`config.mk`:
```
export PLATFORM = sky130hd
export DESIGN_NAME = scaf_ctrl
export DESIGN_NICKNAME = d
export VERILOG_FILES = /design/src/design/scaf_pkg.sv /design/src/design/scaf_ctrl.sv
export SDC_FILE = /design/constraint.sdc
export NUM_CORES = 1
export LEC_CHECK = 0
export BUFFER_PORTS_ARGS = -buffer_cell sky130_fd_sc_hd__buf_4
export CORE_AREA = 2 2 39 41
export DETAILED_ROUTE_END_ITERATION = 10
export DIE_AREA = 0 0 41 43
export PLACE_DENSITY_LB_ADDON = 0.2
export SYNTH_ARGS = -nofsm -noshare
export SYNTH_HDL_FRONTEND = slang
export SYNTH_SLANG_ARGS = --single-unit
```
`constraint.sdc`:
```
create_clock -name i_clk -period 0.9 [get_ports i_clk]
set_input_delay 0.18 -clock i_clk [delete_from_list [all_inputs] [get_ports i_clk]]
set_output_delay 0.18 -clock i_clk [all_outputs]
set_load 0.02 [all_outputs]
```
`src/design/scaf_pkg.sv`:
```
// Package for the scancode capture FIFO: payload structs, status and command
// codes, controller states and the set-1 scancode to ASCII translation.
// No dependencies.
package scaf_pkg;

    typedef enum logic {
        CMD_EVENT = 1'b0,
        CMD_READ  = 1'b1
    } t_command;

    typedef enum logic [1:0] {
        ST_OK      = 2'd0,
        ST_FULL    = 2'd1,
        ST_RELEASE = 2'd2,
        ST_EMPTY   = 2'd3
    } t_status;

    typedef struct packed {
        t_command   command;
        logic [7:0] scan_code;
    } t_in;

    typedef struct packed {
        t_status     status;
        logic        char_valid;
        logic [7:0]  char_out;
        logic [10:0] fill_count;
    } t_out;

    typedef enum logic {
        S_IDLE = 1'b0,
        S_READ = 1'b1
    } t_state;

    // Commands from the controller to the datapath.
    typedef struct packed {
        logic    push;
        logic    pop;
        logic    load_result;
        logic    load_read;
        t_status status;
    } t_cmd;

    // Status from the datapath to the controller.
    typedef struct packed {
        logic full;
        logic empty;
    } t_dp_status;

    localparam logic [7:0] RELEASE_BIT_POS = 8'd7;

    localparam logic [79:0] DIGIT_ROW = "1234567890";
    localparam logic [79:0] UPPER_ROW = "qwertyuiop";
    localparam logic [71:0] HOME_ROW  = "asdfghjkl";
    localparam logic [55:0] LOWER_ROW = "zxcvbnm";

    localparam logic [6:0] CODE_DIGIT = 7'h02;
    localparam logic [6:0] CODE_UPPER = 7'h10;
    localparam logic [6:0] CODE_HOME  = 7'h1e;
    localparam logic [6:0] CODE_LOWER = 7'h2c;
    localparam logic [6:0] CODE_SPACE = 7'h39;
    localparam logic [6:0] CODE_ENTER = 7'h1c;

    localparam logic [7:0] CHAR_SPACE   = 8'h20;
    localparam logic [7:0] CHAR_NEWLINE = 8'h0a;
    localparam logic [7:0] CHAR_UNKNOWN = 8'h3f;

    // Translates a press code; the release bit is ignored here.
    function automatic logic [7:0] translate(input logic [7:0] code);
        logic [6:0] c;
        logic [6:0] off;
        logic [7:0] ch;
        c  = code[6:0];
        ch = CHAR_UNKNOWN;
        if (c >= CODE_DIGIT && c <= CODE_DIGIT + 7'd9) begin
            off = c - CODE_DIGIT;
            ch  = DIGIT_ROW[8 * (9 - int'(off)) +: 8];
        end else if (c >= CODE_UPPER && c <= CODE_UPPER + 7'd9) begin
            off = c - CODE_UPPER;
            ch  = UPPER_ROW[8 * (9 - int'(off)) +: 8];
        end else if (c >= CODE_HOME && c <= CODE_HOME + 7'd8) begin
            off = c - CODE_HOME;
            ch  = HOME_ROW[8 * (8 - int'(off)) +: 8];
        end else if (c >= CODE_LOWER && c <= CODE_LOWER + 7'd6) begin
            off = c - CODE_LOWER;
            ch  = LOWER_ROW[8 * (6 - int'(off)) +: 8];
        end else if (c == CODE_SPACE) begin
            ch = CHAR_SPACE;
        end else if (c == CODE_ENTER) begin
            ch = CHAR_NEWLINE;
        end
        return ch;
    endfunction

endpackage

```
`src/design/scaf_ctrl.sv`:
```
// Controller for the scancode capture FIFO: decodes each transaction and
// sequences the datapath. Depends on scaf_pkg.
module scaf_ctrl
    import scaf_pkg::*;
(
    input  logic       i_clk,
    input  logic       i_rst_n,
    input  logic       i_in_valid,
    input  t_in        i_in_data,
    output logic       o_in_ready,
    output logic       o_out_valid,
    input  logic       i_out_ready,
    input  t_dp_status i_dp_status,
    output t_cmd       o_cmd
);

    t_state r_state, n_state;
    logic   r_out_valid, n_out_valid;
    logic   w_accept;

    always_ff @(posedge i_clk) begin
        if (!i_rst_n) begin
            r_state     <= S_IDLE;
            r_out_valid <= 1'b0;
        end else begin
            r_state     <= n_state;
            r_out_valid <= n_out_valid;
        end
    end

    always_comb begin
        n_state    = r_state;
        o_cmd      = '{push: 1'b0, pop: 1'b0, load_result: 1'b0, load_read: 1'b0,
                       status: ST_OK};
        o_in_ready = 1'b0;
        w_accept   = 1'b0;
        case (r_state)
            S_IDLE: begin
                // The result register must be free or draining this cycle.
                o_in_ready = !r_out_valid || i_out_ready;
                w_accept   = i_in_valid && o_in_ready;
                if (w_accept) begin
                    if (i_in_data.command == CMD_READ) begin
                        if (i_dp_status.empty) begin
                            o_cmd.load_result = 1'b1;
                            o_cmd.status      = ST_EMPTY;
                        end else begin
                            o_cmd.pop = 1'b1;
                            n_state   = S_READ;
                        end
                    end else if (i_in_data.scan_code[RELEASE_BIT_POS[2:0]]) begin
                        o_cmd.load_result = 1'b1;
                        o_cmd.status      = ST_RELEASE;
                    end else if (i_dp_status.full) begin
                        o_cmd.load_result = 1'b1;
                        o_cmd.status      = ST_FULL;
                    end else begin
                        o_cmd.push        = 1'b1;
                        o_cmd.load_result = 1'b1;
                        o_cmd.status      = ST_OK;
                    end
                end
            end
            S_READ: begin
                o_cmd.load_read = 1'b1;
                o_cmd.status    = ST_OK;
                n_state         = S_IDLE;
            end
            default: begin
                n_state = S_IDLE;
            end
        endcase
    end

    always_comb begin
        if (o_cmd.load_result || o_cmd.load_read) begin
            n_out_valid = 1'b1;
        end else if (r_out_valid && i_out_ready) begin
            n_out_valid = 1'b0;
        end else begin
            n_out_valid = r_out_valid;
        end
    end

    assign o_out_valid = r_out_valid;

endmodule

```
# Yosys cells after proc, flatten, opt, wreduce, memory -nomap -nowiden
# Cells that the tools add are included.
# classes
mux,21
n_bitwise,1
n_reduce_logical,6
# op_table
operator,count
1-bit two-way mux,13
2-bit two-way mux,4
3-bit two-way mux,2
2-bit one-hot mux with 2 select lines,1
1-bit logical AND,2
1-bit logical OR,2
1-bit one-hot mux with 2 select lines,1
2-bit nonzero test,1
1-bit zero test,1
1-bit inverter,1
# word_totals
input_bits,15
ff_bits,2

# Logic depth before layout (Yosys ltp)
# depth
depth_word,7
mapped_depth,3

# Least setup slack after synthesis
# OpenSTA, ideal clock, no wires.
# synth_timing
path_type,register to output
start,register r_out_valid (netlist: o_out_valid)
end,output o_cmd[5] in the netlist's numbering
path_stages_with_launch,3
path_slack_ns,-0.521
t_arrival_ns,1.241
path_buffers,0
path_cell_list,dfxtp_1 -> a21oi_1 -> and4b_2
# synth_rtl
element,line_no,source
start: declaration,scaf_ctrl.sv:18,"logic r_out_valid, n_out_valid;"
start signal: assignment,scaf_ctrl.sv:27,r_out_valid <= n_out_valid;
end: declaration,scaf_ctrl.sv:14,output t_cmd o_cmd

==> impl_metrics.json <==
{
  "critPathLaunchType": "flop",
  "grt_setup_unrepaired": "yes",
  "final_critical_period_ns": 1.47,
  "detail_route.wirelength_um": 657,
  "max_capacitance_violation_total": 0,
  "die_x_um": 41,
  "failed_checks": "negative setup slack",
  "synthDominantCellAreaShare": 0.256,
  "hold_viol": 0,
  "syn_area_per_cell_um2": 7.82,
  "synth_fp_nets": 35,
  "post_drt_wl_per_cell_um": 10.6,
  "layout-drive-gt1-share": 0.783,
  "antenna_found_initial": 0,
  "portBuffers": 15,
  "cts_root_buf": "sky130_fd_sc_hd__clkbuf_4",
  "timing.critical_path.fanout_max": 3,
  "final_antenna_net_count": 0,
  "synth-warning-count": 0,
  "antenna_cells": 0,
  "clock-skew-final_ns": 0.00991,
  "worst_vdd_ir_mv": 0.315,
  "worst_slew_pin_slew_ns": 0.245,
  "rr_startpoint": "o_out_valid",
  "drt-vias-per-instance": 3.92,
  "timing.rr.end": "r_state",
  "h-tree-depth": 1,
  "cellLeakagePower_nw": 0.224,
  "timing.critical_path.to_type": "output port",
  "tritoncts_clock_tree": "done",
  "power-per-cell-area_mw_per_mm2": 1180,
  "drt_pre_antenna_iters": 2,
  "final_setup_violations": 9,
  "arrival_ns": 1.29,
  "async_set_or_reset_register_ratio_after_synthesis": 0,
  "critPathBufInv": 1,
  "number_of_drc_violations_after_detailed_routing_iteration_0": 2,
  "vias": 243,
  "slew_violations": 0,
  "yosysMostFrequentCell": "sky130_fd_sc_hd__inv_1",
  "floorplan_core_area_mm2": 0.00138,
  "critical-path-max-stage-delay_ns": 0.47,
  "clk-insertion-delay-late_ns": 0.23,
  "setup.reg_to_reg.worst_slack_ns": -0.21,
  "grt_start_max_net_pins": 5,
  "totalNegativeSetupSlack_ns": -3.33,
  "rows": 14,
  "setup.worst_path.class": "reg -> out",
  "finalPower_w": 0.000515,
  "grt_first_pass_wirelength_um": 1050,
  "global_route.overflow_total": 0,
  "max_freq_mhz": 680,
  "die_h_um": 43,
  "cell_chain_critical_path": "a2111o_1, nor2_4, buf_6",
  "number_of_global_route_vias_before_repair": 267,
  "number_of_top_level_pins": 23,
  "synth_seq_area_share": 0.256,
  "min_period_over_period": 1.63,
  "synthDominantAreaCellType": "sky130_fd_sc_hd__dfxtp_1",
  "path_delay_family": "compound AO/OA/AOI/OAI gates",
  "dpl_worst_slack_ns": -0.407,
  "clock_input_transition_at_the_sequential_cells_of_the_worst_setup_and_hold_paths_ns": 0.04,
  "holdCritPathClass": "in -> reg",
  "required_time_at_the_worst_slack_endpoint_ns": 0.72,
  "cell_count_after_synthesis": 20,
  "dr_drc_count": 0,
  "syn2layout_area_growth_pct": 180,
  "critical-path-slowest-cell": "sky130_fd_sc_hd__a2111o_1",
  "hold_path_startpoint": "i_rst_n",
  "synthesis.area_um2": 156,
  "dpl.hpwl_um": 539,
  "finish.utilization": 0.316,
  "worst_reg2reg_path_depth": 5,
  "synth_seq_cells": 2,
  "net_count_reported_at_finish": 62,
  "worst_slew_margin_rel": 0.837,
  "synthDistinctLibCells": 13,
  "grt_usage": 0.0922,
  "result_of_the_run": "finished, violations left",
  "cts-root-to-sink-buffers": 2,
  "cts.sinks": 2,
  "min_delay_path_depth": 2,
  "yosys-top-cells-area": "sky130_fd_sc_hd__dfxtp_1, sky130_fd_sc_hd__inv_1, sky130_fd_sc_hd__nor2b_4, sky130_fd_sc_hd__a2111o_1, sky130_fd_sc_hd__and4b_2",
  "floorplan.initialDensity": 0.113,
  "die_area_mm2": 0.00176,
  "ys_flop_type": "sky130_fd_sc_hd__dfxtp_1",
  "synth_enable_flop_cells": 0,
  "final.setup.worst_slack_ns": -0.571,
  "place.gp.congestion": 0.669,
  "whs_endpoint": "o_out_valid",
  "inserted_clock_buffers": 3,
  "ys_top_cells_by_count": "sky130_fd_sc_hd__inv_1, sky130_fd_sc_hd__nor2_1, sky130_fd_sc_hd__a21oi_1, sky130_fd_sc_hd__dfxtp_1"
}
cell type report:
class / instances / area, um2
inverter: 4 / 15.0
timing repair buffer: 23 / 206
fill: 151 / 946
clock buffer: 4 / 26.3
multi-input combinational: 13 / 125
sequential: 2 / 45.0
tap: 16 / 20.0
sequential cells by signal, summed over array words and instances (netlist names):
register	cells
r_state	1
o_out_valid	1
how the worst max path moves through the flow:
stage	start	end	slack [ns]	cells past startpoint
2_1_floorplan	o_out_valid	o_cmd[0]	-0.31	2
3_3_place_gp	i_in_data[8]	o_cmd[0]	-0.39	5
3_5_place_dp	i_in_data[8]	o_cmd[1]	-0.41	5
4_1_cts	o_out_valid	o_cmd[0]	-0.59	3
5_1_grt	o_out_valid	o_cmd[0]	-0.62	3
6_report	o_out_valid	o_cmd[0]	-0.57	3
power breakdown:
group	total, W	switching, W	internal [W]
combinational	0.000195	0.0000860	0.000109
clock	0.000223	0.0000581	0.000165
sequential	0.0000966	0.00000303	0.0000936
cells by family after synthesis:
family	Yosys count	share of synthesized area
and+or+nand+nor	9	0.416
buffers and inverters	5	0.144
AOI/OAI and AO/OA	4	0.184
DFF	2	0.256
per-layer routing:
layer,track usage,wire length (um),up-vias
met3,0.0576,118,0
met4,0.0600,0,0
met2,0.141,322,16
li1,-,-,117
met5,0,0,-
met1,0.0863,215,110
metrics by stage:
stage	hold slack, ns	instances	instance area, um2
after floorplan	0.316	20	186
after global placement	0.455	56	357
after detailed placement	0.453	56	357
after CTS	0.208	61	429
after global routing	0.225	62	438
final	0.208	62	438
worst reg2reg max path: cells and delay by family (launching register included):
family	cells	cell delay (ns)
simple gates	1	0.20
flops	1	0.33
compound gates	1	0.15
buf+inv	3	0.36
timing repair:
item | 4_1_cts | 5_1_grt
setup endpoints to repair | 9 | 9
pin swaps | 4 | 1
endpoints found under the hold margin | 0 | 0
gates resized for setup | 11 | 2
buffers inserted | 1 | 1
hold buffers | 0 | 0
cell usage in the layout (no fill, tap or decap), drive strengths merged:
cell type / netlist / layout
buf: 1 / 23
inv: 4 / 4
clkbuf: 0 / 4
nor2: 3 / 3
a21oi: 2 / 2
dfxtp: 2 / 2
nor2b: 1 / 1
a2111o: 1 / 1
and3: 1 / 1
and4b: 1 / 1
and4: 1 / 1
or2b: 1 / 1
nand2: 1 / 1
a21boi: 1 / 1
Note: power is estimated with default switching activity, not from simulation.
